File: src/sv/hkrb_pkg.sv
// Shared constants, types and state codes for the HID keyboard report builder.
// Depends on nothing; hkrb_store and the top level import it.
`timescale 1ns / 1ps
`default_nettype none

package hkrb_pkg;

    localparam int BOOT_SLOTS   = 6;
    localparam int BITMAP_BYTES = 16;
    localparam logic [7:0] FIRST_KEY = 8'd4;

    localparam int MEM_DEPTH = BOOT_SLOTS + BITMAP_BYTES;
    localparam int MEM_AW    = (MEM_DEPTH > 1) ? $clog2(MEM_DEPTH) : 1;
    localparam int MAX_BYTES = (BOOT_SLOTS > BITMAP_BYTES) ? BOOT_SLOTS : BITMAP_BYTES;
    localparam int CNT_W     = $clog2(MAX_BYTES + 1);
    localparam int IDX_W     = 5;

    localparam logic REPORT_BOOT = 1'b0;
    localparam logic REPORT_NKRO = 1'b1;

    typedef enum logic [2:0] {
        ST_IDLE,
        ST_SCAN_RD,
        ST_SCAN_CHK,
        ST_BM_RD,
        ST_BM_WR,
        ST_OUT_RD,
        ST_OUT_LD,
        ST_OUT_WAIT
    } t_state;

    typedef struct packed {
        logic              we;
        logic [MEM_AW-1:0] waddr;
        logic [7:0]        wdata;
        logic [MEM_AW-1:0] raddr;
    } t_mem_req;

endpackage

`default_nettype wire

File: src/sv/hkrb_if.sv
// Valid/ready channel interfaces: key events in, report bytes out, mode writes.
// Standalone; payload widths follow the fixed field widths of the block.
`timescale 1ns / 1ps
`default_nettype none

interface hkrb_event_if;
    logic       valid;
    logic       ready;
    logic       has_modifier;
    logic [2:0] modifier_index;
    logic [7:0] keycode;
    logic       pressed;

    modport source (output valid, has_modifier, modifier_index, keycode, pressed,
                    input ready);
    modport sink   (input valid, has_modifier, modifier_index, keycode, pressed,
                    output ready);
endinterface

interface hkrb_report_if;
    logic       valid;
    logic       ready;
    logic       report_kind;
    logic [4:0] byte_index;
    logic [7:0] byte_value;
    logic       last_byte;

    modport source (output valid, report_kind, byte_index, byte_value, last_byte,
                    input ready);
    modport sink   (input valid, report_kind, byte_index, byte_value, last_byte,
                    output ready);
endinterface

interface hkrb_cfg_if;
    logic valid;
    logic ready;
    logic nkro_mode;

    modport source (output valid, nkro_mode, input ready);
    modport sink   (input valid, nkro_mode, output ready);
endinterface

`default_nettype wire

File: src/sv/hkrb_ram.sv
// Generic single-write, single-read RAM with registered read data.
// Depends on nothing.
`timescale 1ns / 1ps
`default_nettype none

module hkrb_ram #(
    parameter int WIDTH = 8,
    parameter int DEPTH = 22,
    parameter int AW    = (DEPTH > 1) ? $clog2(DEPTH) : 1
) (
    input  wire logic             i_clk,
    input  wire logic             i_we,
    input  wire logic [AW-1:0]    i_waddr,
    input  wire logic [WIDTH-1:0] i_wdata,
    input  wire logic [AW-1:0]    i_raddr,
    output logic      [WIDTH-1:0] o_rdata
);

    logic [WIDTH-1:0] r_mem [DEPTH];
    logic [WIDTH-1:0] r_rdata;

    always_ff @(posedge i_clk) begin
        if (i_we) begin
            r_mem[i_waddr] <= i_wdata;
        end
        r_rdata <= r_mem[i_raddr];
    end

    assign o_rdata = r_rdata;

endmodule

`default_nettype wire

File: src/sv/hkrb_store.sv
// Report store: boot key slots and NKRO bitmap bytes in one RAM, with
// per-entry valid bits so unwritten entries read as zero. Uses hkrb_pkg, hkrb_ram.
`timescale 1ns / 1ps
`default_nettype none

module hkrb_store
    import hkrb_pkg::*;
(
    input  wire logic       i_clk,
    input  wire logic       i_rst_n,
    input  wire t_mem_req   i_req,
    output logic      [7:0] o_rdata
);

    logic [MEM_DEPTH-1:0] r_vld;
    logic                 r_rd_vld;
    logic [7:0]           ram_q;

    hkrb_ram #(
        .WIDTH (8),
        .DEPTH (MEM_DEPTH),
        .AW    (MEM_AW)
    ) u_ram (
        .i_clk   (i_clk),
        .i_we    (i_req.we),
        .i_waddr (i_req.waddr),
        .i_wdata (i_req.wdata),
        .i_raddr (i_req.raddr),
        .o_rdata (ram_q)
    );

    always_ff @(posedge i_clk) begin
        if (!i_rst_n) begin
            r_vld    <= '0;
            r_rd_vld <= 1'b0;
        end else begin
            if (i_req.we) begin
                r_vld[i_req.waddr] <= 1'b1;
            end
            r_rd_vld <= r_vld[i_req.raddr];
        end
    end

    assign o_rdata = r_rd_vld ? ram_q : 8'h00;

endmodule

`default_nettype wire

File: src/sv/hid_keyboard_report_builder.sv
// Top level of the HID keyboard report builder: event sequencer and byte streamer.
// Uses hkrb_pkg, the hkrb interfaces and hkrb_store.
//
// Channels: i_event takes one key event per beat (modifier and/or keycode,
// press or release); o_report gives one report byte per beat; i_cfg writes
// the nkro_mode bit and is always ready.
// One event at a time: i_event is ready only while the sequencer is idle.
// Sequence: a bitmap update reads the bitmap byte, then writes it back; a boot
// slot search reads and checks each slot in turn, up to BOOT_SLOTS slots. Each
// report byte then passes a RAM read, a load of the output register and the
// beat, plus any receiver stall. A boot report is 1 + BOOT_SLOTS bytes, an
// NKRO report 1 + BITMAP_BYTES. The single RAM port and the registered read
// set the pace from one accepted event to the next.
// An event with neither modifier nor key produces no beat and frees i_event
// next cycle; a boot search that changes nothing frees it after the last slot.
// When the receiver stalls, the output register holds its byte and the
// sequencer waits. Reset clears the mode, modifiers and all slot/bitmap
// valid bits at once, so both reports read as empty straight after reset.
`timescale 1ns / 1ps
`default_nettype none

module hid_keyboard_report_builder
    import hkrb_pkg::*;
(
    input  wire logic     i_clk,
    input  wire logic     i_rst_n,
    hkrb_event_if.sink    i_event,
    hkrb_report_if.source o_report,
    hkrb_cfg_if.sink      i_cfg
);

    t_state           r_state, n_state;
    logic             r_nkro;
    logic [7:0]       r_mods, n_mods;
    logic [7:0]       r_key, n_key;
    logic             r_press, n_press;
    logic [4:0]       r_byte, n_byte;
    logic [2:0]       r_bit, n_bit;
    logic [CNT_W-1:0] r_idx, n_idx;
    logic             r_boot_chg, n_boot_chg;
    logic             r_nkro_chg, n_nkro_chg;
    logic             r_kind, n_kind;

    logic             r_out_valid, n_out_valid;
    logic             r_out_kind, n_out_kind;
    logic [IDX_W-1:0] r_out_idx, n_out_idx;
    logic [7:0]       r_out_val, n_out_val;
    logic             r_out_last, n_out_last;

    t_mem_req         mem_req;
    logic [7:0]       rdata;
    logic [7:0]       key_off;
    logic             in_bitmap;
    logic [7:0]       bit_mask;
    logic [MEM_AW-1:0] bm_addr;

    hkrb_store u_store (
        .i_clk   (i_clk),
        .i_rst_n (i_rst_n),
        .i_req   (mem_req),
        .o_rdata (rdata)
    );

    assign key_off   = i_event.keycode - FIRST_KEY;
    assign in_bitmap = {1'b0, key_off[7:3]} < 6'(BITMAP_BYTES);
    assign bit_mask  = 8'h01 << r_bit;
    assign bm_addr   = MEM_AW'(BOOT_SLOTS) + MEM_AW'(r_byte);

    always_ff @(posedge i_clk) begin
        if (!i_rst_n) begin
            r_state     <= ST_IDLE;
            r_nkro      <= 1'b0;
            r_mods      <= 8'h00;
            r_boot_chg  <= 1'b0;
            r_nkro_chg  <= 1'b0;
            r_out_valid <= 1'b0;
        end else begin
            r_state     <= n_state;
            r_mods      <= n_mods;
            r_boot_chg  <= n_boot_chg;
            r_nkro_chg  <= n_nkro_chg;
            r_out_valid <= n_out_valid;
            if (i_cfg.valid) begin
                r_nkro <= i_cfg.nkro_mode;
            end
        end
    end

    always_ff @(posedge i_clk) begin
        r_key      <= n_key;
        r_press    <= n_press;
        r_byte     <= n_byte;
        r_bit      <= n_bit;
        r_idx      <= n_idx;
        r_kind     <= n_kind;
        r_out_kind <= n_out_kind;
        r_out_idx  <= n_out_idx;
        r_out_val  <= n_out_val;
        r_out_last <= n_out_last;
    end

    always_comb begin
        logic hit;
        logic end_rep;
        logic nd;

        n_state     = r_state;
        n_mods      = r_mods;
        n_key       = r_key;
        n_press     = r_press;
        n_byte      = r_byte;
        n_bit       = r_bit;
        n_idx       = r_idx;
        n_boot_chg  = r_boot_chg;
        n_nkro_chg  = r_nkro_chg;
        n_kind      = r_kind;
        n_out_valid = r_out_valid;
        n_out_kind  = r_out_kind;
        n_out_idx   = r_out_idx;
        n_out_val   = r_out_val;
        n_out_last  = r_out_last;
        mem_req     = '0;
        hit         = 1'b0;
        end_rep     = 1'b0;
        nd          = 1'b0;

        case (r_state)
            ST_IDLE: begin
                if (i_event.valid) begin
                    n_boot_chg = 1'b0;
                    n_nkro_chg = 1'b0;
                    if (i_event.has_modifier) begin
                        n_mods = i_event.pressed
                               ? (r_mods | (8'h01 << i_event.modifier_index))
                               : (r_mods & ~(8'h01 << i_event.modifier_index));
                        nd         = r_nkro;
                        n_boot_chg = !r_nkro;
                        n_nkro_chg = r_nkro;
                    end
                    n_key   = i_event.keycode;
                    n_press = i_event.pressed;
                    n_byte  = key_off[7:3];
                    n_bit   = key_off[2:0];
                    n_idx   = '0;
                    if (i_event.keycode != 8'h00) begin
                        if (r_nkro && in_bitmap) begin
                            n_state = ST_BM_RD;
                        end else begin
                            n_state = ST_SCAN_RD;
                        end
                    end else if (i_event.has_modifier) begin
                        n_kind  = nd ? REPORT_NKRO : REPORT_BOOT;
                        n_state = ST_OUT_RD;
                    end
                end
            end
            ST_SCAN_RD: begin
                mem_req.raddr = MEM_AW'(r_idx);
                n_state       = ST_SCAN_CHK;
            end
            ST_SCAN_CHK: begin
                hit = r_press ? (rdata == 8'h00 || rdata == r_key) : (rdata == r_key);
                if (hit) begin
                    mem_req.we    = 1'b1;
                    mem_req.waddr = MEM_AW'(r_idx);
                    mem_req.wdata = r_press ? r_key : 8'h00;
                    n_boot_chg    = 1'b1;
                    n_kind        = REPORT_BOOT;
                    n_idx         = '0;
                    n_state       = ST_OUT_RD;
                end else if (r_idx == CNT_W'(BOOT_SLOTS - 1)) begin
                    n_idx = '0;
                    if (r_boot_chg || r_nkro_chg) begin
                        n_kind  = r_boot_chg ? REPORT_BOOT : REPORT_NKRO;
                        n_state = ST_OUT_RD;
                    end else begin
                        n_state = ST_IDLE;
                    end
                end else begin
                    n_idx   = r_idx + CNT_W'(1);
                    n_state = ST_SCAN_RD;
                end
            end
            ST_BM_RD: begin
                mem_req.raddr = bm_addr;
                n_state       = ST_BM_WR;
            end
            ST_BM_WR: begin
                mem_req.we    = 1'b1;
                mem_req.waddr = bm_addr;
                mem_req.wdata = r_press ? (rdata | bit_mask) : (rdata & ~bit_mask);
                n_nkro_chg    = 1'b1;
                n_kind        = r_boot_chg ? REPORT_BOOT : REPORT_NKRO;
                n_idx         = '0;
                n_state       = ST_OUT_RD;
            end
            ST_OUT_RD: begin
                if (r_kind == REPORT_NKRO) begin
                    mem_req.raddr = MEM_AW'(BOOT_SLOTS) + MEM_AW'(r_idx) - MEM_AW'(1);
                end else begin
                    mem_req.raddr = MEM_AW'(r_idx) - MEM_AW'(1);
                end
                n_state = ST_OUT_LD;
            end
            ST_OUT_LD: begin
                n_out_valid = 1'b1;
                n_out_kind  = r_kind;
                n_out_idx   = IDX_W'(r_idx);
                n_out_val   = (r_idx == '0) ? r_mods : rdata;
                if (r_kind == REPORT_NKRO) begin
                    n_out_last = (r_idx == CNT_W'(BITMAP_BYTES));
                end else begin
                    n_out_last = (r_idx == CNT_W'(BOOT_SLOTS)) && !r_nkro_chg;
                end
                n_state = ST_OUT_WAIT;
            end
            ST_OUT_WAIT: begin
                if (o_report.ready) begin
                    n_out_valid = 1'b0;
                    end_rep = (r_kind == REPORT_NKRO) ? (r_idx == CNT_W'(BITMAP_BYTES))
                                                      : (r_idx == CNT_W'(BOOT_SLOTS));
                    if (end_rep) begin
                        n_idx = '0;
                        if (r_kind == REPORT_BOOT && r_nkro_chg) begin
                            n_kind  = REPORT_NKRO;
                            n_state = ST_OUT_RD;
                        end else begin
                            n_state = ST_IDLE;
                        end
                    end else begin
                        n_idx   = r_idx + CNT_W'(1);
                        n_state = ST_OUT_RD;
                    end
                end
            end
            default: begin
                n_state = ST_IDLE;
            end
        endcase
    end

    assign i_event.ready        = (r_state == ST_IDLE);
    assign i_cfg.ready          = 1'b1;
    assign o_report.valid       = r_out_valid;
    assign o_report.report_kind = r_out_kind;
    assign o_report.byte_index  = r_out_idx;
    assign o_report.byte_value  = r_out_val;
    assign o_report.last_byte   = r_out_last;

endmodule

`default_nettype wire
File: src/flat_wrapper.sv
// flat-port wrapper written by rule: the top's interface ports become plain ports
module hid_keyboard_report_builder_flat import hkrb_pkg::*;
  (i_clk, i_rst_n, i_event_valid, i_event_has_modifier, i_event_modifier_index, i_event_keycode, i_event_pressed, i_event_ready, o_report_valid, o_report_report_kind, o_report_byte_index, o_report_byte_value, o_report_last_byte, o_report_ready, i_cfg_valid, i_cfg_nkro_mode, i_cfg_ready);
  hkrb_event_if i_event_i ();
  hkrb_report_if o_report_i ();
  hkrb_cfg_if i_cfg_i ();
  input  wire logic i_clk;
  input  wire logic i_rst_n;
  input wire logic [$bits(i_event_i.valid)-1:0] i_event_valid;
  input wire logic [$bits(i_event_i.has_modifier)-1:0] i_event_has_modifier;
  input wire logic [$bits(i_event_i.modifier_index)-1:0] i_event_modifier_index;
  input wire logic [$bits(i_event_i.keycode)-1:0] i_event_keycode;
  input wire logic [$bits(i_event_i.pressed)-1:0] i_event_pressed;
  output wire logic [$bits(i_event_i.ready)-1:0] i_event_ready;
  output wire logic [$bits(o_report_i.valid)-1:0] o_report_valid;
  output wire logic [$bits(o_report_i.report_kind)-1:0] o_report_report_kind;
  output wire logic [$bits(o_report_i.byte_index)-1:0] o_report_byte_index;
  output wire logic [$bits(o_report_i.byte_value)-1:0] o_report_byte_value;
  output wire logic [$bits(o_report_i.last_byte)-1:0] o_report_last_byte;
  input wire logic [$bits(o_report_i.ready)-1:0] o_report_ready;
  input wire logic [$bits(i_cfg_i.valid)-1:0] i_cfg_valid;
  input wire logic [$bits(i_cfg_i.nkro_mode)-1:0] i_cfg_nkro_mode;
  output wire logic [$bits(i_cfg_i.ready)-1:0] i_cfg_ready;
  assign i_event_i.valid = i_event_valid;
  assign i_event_i.has_modifier = i_event_has_modifier;
  assign i_event_i.modifier_index = i_event_modifier_index;
  assign i_event_i.keycode = i_event_keycode;
  assign i_event_i.pressed = i_event_pressed;
  assign i_event_ready = i_event_i.ready;
  assign o_report_valid = o_report_i.valid;
  assign o_report_report_kind = o_report_i.report_kind;
  assign o_report_byte_index = o_report_i.byte_index;
  assign o_report_byte_value = o_report_i.byte_value;
  assign o_report_last_byte = o_report_i.last_byte;
  assign o_report_i.ready = o_report_ready;
  assign i_cfg_i.valid = i_cfg_valid;
  assign i_cfg_i.nkro_mode = i_cfg_nkro_mode;
  assign i_cfg_ready = i_cfg_i.ready;
  hid_keyboard_report_builder u_core (.i_clk(i_clk), .i_rst_n(i_rst_n), .i_event(i_event_i), .o_report(o_report_i), .i_cfg(i_cfg_i));
endmodule
File: config.mk
export PLATFORM = sky130hd
export DESIGN_NAME = hid_keyboard_report_builder_flat
export DESIGN_NICKNAME = d
export VERILOG_FILES = /design/src/sv/hkrb_pkg.sv /design/src/sv/hkrb_if.sv /design/src/sv/hkrb_ram.sv /design/src/sv/hkrb_store.sv /design/src/sv/hid_keyboard_report_builder.sv /design/src/flat_wrapper.sv
export SDC_FILE = /design/constraint.sdc
export NUM_CORES = 1
export LEC_CHECK = 0
export ABC_AREA = 1
export ABC_CLOCK_PERIOD_IN_PS = 2800
export BUFFER_PORTS_ARGS = -buffer_cell sky130_fd_sc_hd__buf_2
export CORE_ASPECT_RATIO = 1.1
export CORE_UTILIZATION = 58
export CTS_BUF_LIST = sky130_fd_sc_hd__clkbuf_8
export CTS_CLUSTER_DIAMETER = 60
export DETAILED_ROUTE_END_ITERATION = 10
export PLACE_DENSITY = 0.84
export SYNTH_ARGS = -nofsm -noshare
export SYNTH_HDL_FRONTEND = slang
export SYNTH_HIERARCHICAL = 1
export SYNTH_SLANG_ARGS = --single-unit
File: constraint.sdc
create_clock -name i_clk -period 2.8 [get_ports i_clk]
set_input_delay 0.14 -clock i_clk [delete_from_list [all_inputs] [get_ports i_clk]]
set_output_delay 0.14 -clock i_clk [all_outputs]
set_load 0.005 [all_outputs]
* Word-level counts from Yosys, hierarchy flattened
Memory sizes are Yosys's and may differ from the RTL's. A register that Yosys moved wholly into a read port is not among the register bits. Index checks and enable logic that the tools add are counted.
Word-level totals: memories 1, memory bits (read-only) 0, memory bits (writable) 176, word-level logic and storage cells 141, bits in latches 0, bits in registers 76, input bits 19, output and inout bits 18
Cells by class: divide/modulo/power cells 0, muxes and demuxes 57, add/subtract/negate cells 6, shift operators 2, bitwise logic cells 8, reduce and logical (&&, ||, !) cells 24, eq/ne operators 21, order comparisons 4, multiply operators 0
Memories:
- u_core.u_store.u_ram.r_mem | words 22, width 8, rd ports 1, clocked after Yosys merged registers in 1, write ports 1, line hkrb_ram.sv:19 | logic [WIDTH-1:0] r_mem [DEPTH];
Operators by type and width (number):
- 8-bit 2-to-1 mux | 5
- 5-bit 2-to-1 mux | 6
- 14-bit one-hot mux with 2 select lines | 1
- 3-bit 2-to-1 mux | 9
- 1-bit 2-to-1 mux | 25
- 3-bit one-hot mux with 8 select lines | 1
- 22-bit OR | 1
- 5-bit one-hot mux with 4 select lines | 1
- 8-bit bitwise AND | 2
- 8-bit inverter | 2
- 8-bit OR | 2
- 1-bit by 3-bit << shifter with 8-bit output (first input constant) | 2
- 5-bit one-hot mux with 3 select lines | 1
- 14-bit 2-to-1 mux | 1
- 3-bit == test (second input constant) | 4
- 5-bit by 6-bit < comparator with 1-bit output (second input constant) | 2
- 3-bit AND reduction | 4
- 3-bit by 5-bit adder with 5-bit output (first input constant) | 2
- 5-bit by 3-bit == test with 1-bit output (second input constant) | 2
- 5-bit by 1-bit subtractor with 5-bit output (second input constant) | 2
- 9-bit AND reduction | 1
- 8-bit == test | 1
- 8-bit zero test | 1
- 2-bit != test (second input constant) | 4
- other kinds (25) | 40

* Depth between registers and ports, before layout
word-level depth 11, mapped depth 17, depth with buffers taken out 15

* Modules after synthesis
The synthesis kept the hierarchy.
By module, submodules not included:
- hkrb_ram | area an instance 7390.8 um^2, cells each 629, instances 1, sequential area each 5445.2 um^2
- hid_keyboard_report_builder | area an instance 3074.2 um^2, cells each 376, instances 1, sequential area each 1381.3 um^2
- hkrb_store | area an instance 1139.8 um^2, cells each 171, instances 1, sequential area each 460.4 um^2

* Least setup slack after synthesis
Ideal clock, no wire load.
path type register -> register, start reg u_core.u_store.r_rd_vld, end mem u_core.u_store.u_ram.r_mem[13][0], enable pin, slack -0.004 ns, stages on the path, launching flop included 14, arrival 2.434 ns, required time 2.430 ns, library setup time 0.370 ns, clock period less this slack 2.804 ns, path buffers 2, cells stage by stage dfxtp_1 clkbuf_1 nand2_1 inv_1 xnor2_1 nand2_1 nor2_1 nand2_1 nand2_1 nand2_1 buf_2 o22ai_1 nand3_1 nor2_1
RTL lines:
- start: declaration | line hkrb_store.sv:16 | logic r_rd_vld;
- start signal: assignment | line hkrb_store.sv:40 | r_rd_vld <= r_vld[i_req.raddr];
- end: declaration | line hkrb_ram.sv:19

==> results.sh <==
export IMPL_grt_pass1_wl_um=44330
export IMPL_die_area_um2=20580
export IMPL_internal_power_uw=7475
export IMPL_place_hpwl_um=17780
export IMPL_critical_path_max_stage_delay_ns=0.41
export IMPL_final_common_cell="nand2_1"
export IMPL_cts_sinks=258
export IMPL_finalHoldViolCount=0
export IMPL_final_setup_skew_ns=0.04289
export IMPL_finalPower_uw=12240
export IMPL_synth_top_family_by_area="simple AND/OR/NAND/NOR gates"
export IMPL_maxSlewViolCount=0
export IMPL_drt_first_iter_violations=952
export IMPL_fin_crit_sh_pct=92.67
export IMPL_fin_util_pct=68.25
export IMPL_synthAdderAreaFrac_pct=0.8625
export IMPL_muxShareOfSynthArea_pct=0
export IMPL_cp_arrival_ns=3.08
export IMPL_grt_setup_unrepaired="false"
export IMPL_min_to="u_core/r_nkro_chg"
export IMPL_cap_violations=0
export IMPL_path_common_cell="nand2_1"
export IMPL_synthSimpleGateAreaFrac_pct=23.59
export IMPL_syn_inst=1176
export IMPL_firstDrtPassIters=6
export IMPL_core_area_um2=19360
export IMPL_cts_htree_levels=2
export IMPL_yosys_register_bits=258
export IMPL_ios=37
export IMPL_dpl_cell_area_um2=12240
export IMPL_yosysWarnings=6
export IMPL_rrSetupSlack_ns=0.21
export IMPL_p_switching_uw=4766
export IMPL_pwr_density_cell_nw_per_um2=926.2
export IMPL_min_path_type="primary input to register"
export IMPL_holdCritStartpoint="i_event_valid"
export IMPL_synth_cell_types=41
export IMPL_outcome="finished clean"
export IMPL_irDropWorstVdd_v=0.0007438
export IMPL_p_comb_share_pct=36.3
export IMPL_holdPathStages=4
export IMPL_drive_gt1_share_pct=14.33
export IMPL_cp_num_buf_inv=5
export IMPL_period_minus_slack_ns=2.595
export IMPL_setup_violations=0
export IMPL_crit_fanout=24
export IMPL_synth_xor_area_share_pct=1.132
export IMPL_p_clk_share_pct=24.1
export IMPL_syn_nets=1203
export IMPL_seqCellArea_um2=7287
export IMPL_multi_input_area_um2=3699
export IMPL_nFillCells=1370
export IMPL_viasPerCell=5.805
export IMPL_crit_required_ns=3.29
export IMPL_drt_total_wl_um=28730
export IMPL_pre_cts_ws_ns=0.05978
export IMPL_swShare_pct=38.94
export IMPL_r2r_end="u_core/u_store/u_ram/o_rdata[2]"
export IMPL_cts_buffers=40
export IMPL_p_leak_uw=0.005248
export IMPL_cpMaxStageDelayCell="edfxtp_1"
export IMPL_place_congestion=0.9428
export IMPL_finalWorstSetupSlack_ns=0.2052
export IMPL_power_frac_seq_pct=39.6
export IMPL_syn_avg_cell_area_um2=9.868
export IMPL_r2r_cells=16
export IMPL_die_x_um=136.9
export IMPL_vias=9009
export IMPL_ys_seq_area_share_pct=62.79
export IMPL_critical_path_class="register to register"
export IMPL_worstPathCellList="buf_4 > ha_1 > nand2_1 > inv_1 > nor2_1 > inv_1 > o211ai_1 > o311ai_2 > inv_1 > buf_4 > nand3_1 > nand2_1 > nand2_1 > nand2_1 > nand2_1 > nand2_1"
export IMPL_r2r_start="u_core/r_idx[0]"
export IMPL_root_buffer="clkbuf_8"
export IMPL_nets=1303
export IMPL_diodes=0
export IMPL_syn_area_um2=11600
export IMPL_clockBufferDepth=3
export IMPL_path_clk_slew_ns=0.06
export IMPL_initial_core_util_pct=59.93
export IMPL_final_cell_mix="nand2_1 (360), edfxtp_1 (212), nand3_1 (166)"
export IMPL_tightest_slew_ns=0.7298
export IMPL_antenna_left=0
export IMPL_clock_latency_ns=0.56
export IMPL_grt_use_total_pct=28.77
export IMPL_end_kind="register"
export IMPL_crit_path_start_kind="register"
export IMPL_grt_pass1_vias=8688
export IMPL_cts_tree="yes"
export IMPL_synth_compound_area_share_pct=5.574
export IMPL_fin_setup_tns_ns=0
export IMPL_cpLargestDelayFamily="buffers and inverters"
export IMPL_num_rows=53
export IMPL_fp_dieH_um=150.4
export IMPL_final_area_um2=13220
export IMPL_port_buffers=35
export IMPL_overflow=0
export IMPL_layout_area_overhead_vs_synth_pct=13.89
export IMPL_grt_max_degree=89
export IMPL_antenna_found_initial=0
export IMPL_drc=0
export IMPL_post_drt_wl_per_cell_um=18.51
export IMPL_slew_headroom_pct=51.27
export IMPL_fmax_mhz=385.4
registers in the layout, summed over array words and instances (netlist names), 3 cells and up, named ones only:
register	flops
u_core/o_report.byte_value	8
u_core/o_report.byte_index	5
u_core/r_key	8
u_core/u_store/u_ram/o_rdata	8
u_core/u_store/r_vld	22
u_core/r_idx	5
u_core/r_byte	5
u_core/r_state	3
u_core/u_store/u_ram/r_mem	176
worst max path at each step:
| stage | cells after the start | end | slack, ns | from |
|---|---|---|---|---|
| floorplan | 13 | u_core/u_store/u_ram/r_mem[16][0] | 0.02 | u_core/u_store/r_rd_vld |
| global placement | 12 | u_core/u_store/u_ram/r_mem[10][7] | 0.20 | u_core/u_store/r_rd_vld |
| detailed placement | 12 | u_core/u_store/u_ram/r_mem[10][7] | 0.06 | u_core/u_store/r_rd_vld |
| CTS | 12 | u_core/u_store/u_ram/r_mem[15][2] | 0.04 | u_core/u_store/r_rd_vld |
| global route | 16 | u_core/u_store/u_ram/o_rdata[6] | 0.01 | u_core/r_idx[0] |
| finish | 16 | u_core/u_store/u_ram/o_rdata[2] | 0.21 | u_core/r_idx[0] |
power by group through the flow:
stage	Sequential (µW)	Clock (µW)	Combinational, µW
4_1_cts	4830	2970	4310
3_5_place_dp	4900	0	4260
2_1_floorplan	4810	0	3120
5_1_grt	4870	3140	4900
6_report	4850	2940	4450
3_3_place_gp	4900	0	4150
timing repair:
item	in CTS	in global routing
resized for setup	0	11
endpoints found under the setup margin	0	195
hold buffers	19	0
setup buffers	0	0
endpoints found under the hold margin	29	0
routing by layer:
layer  global-route usage, %  vias up  part of all wire (%)
met2                   48.07      532                    49
met3                   4.714       99                   9.3
met4                   14.67        0                   4.1
met1                   36.23     4187                    38
li1                        -     4191                     -
met5                       0        -                     0
worst min-delay path: stages:
cell      delay, ns
buf_2          0.09
inv_1          0.07
nor3_4         0.17
a221oi_1       0.13
through the flow:
step / std cells / hold WS, ns
2_1_floorplan: 1176 / 0.2335
3_3_place_gp: 1462 / 0.3275
3_5_place_dp: 1462 / 0.3364
4_1_cts: 1552 / 0.09896
5_1_grt: 1552 / 0.1651
6_report: 1552 / 0.1280
synth_stat cells, drive strengths merged:
cell type	number	share of area, %
a31oi	2	0.11
nand3	173	7.5
a221oi	1	0.075
o211ai	10	0.65
conb	1	0.032
inv	95	3.1
nor2	74	2.8
edfxtp	212	55
o31ai	2	0.13
o311ai	2	0.15
buf	42	2.6
a21oi	51	2.2
o21ai	40	1.8
clkbuf	9	0.30
xor2	8	0.60
ha	8	0.86
xnor2	7	0.53
o22ai	4	0.22
nand2	363	12
dfxtp	46	7.9
o2111ai	2	0.15
nand4	6	0.32
clkinv	1	0.043
nor3	16	1.1
o41ai	1	0.075
cell type report:
type | instances | area share (%)
clock inverters | 27 | 1.070
multi-input cells | 771 | 27.98
repair buffers | 109 | 6.078
well taps | 247 | 2.338
flip-flops and latches | 258 | 55.14
clock buffers | 44 | 4.582
inverters | 96 | 2.812
logic make-up after synthesis:
logic type / count (synthesis)
flip-flops: 258
AO/OA/AOI/OAI: 115
adder cells (fa/ha/maj): 8
AND/OR/NAND/NOR: 632
XOR/XNOR: 15
buffers and inverters: 147
other: 1
(Power assumes the default switching activity.)
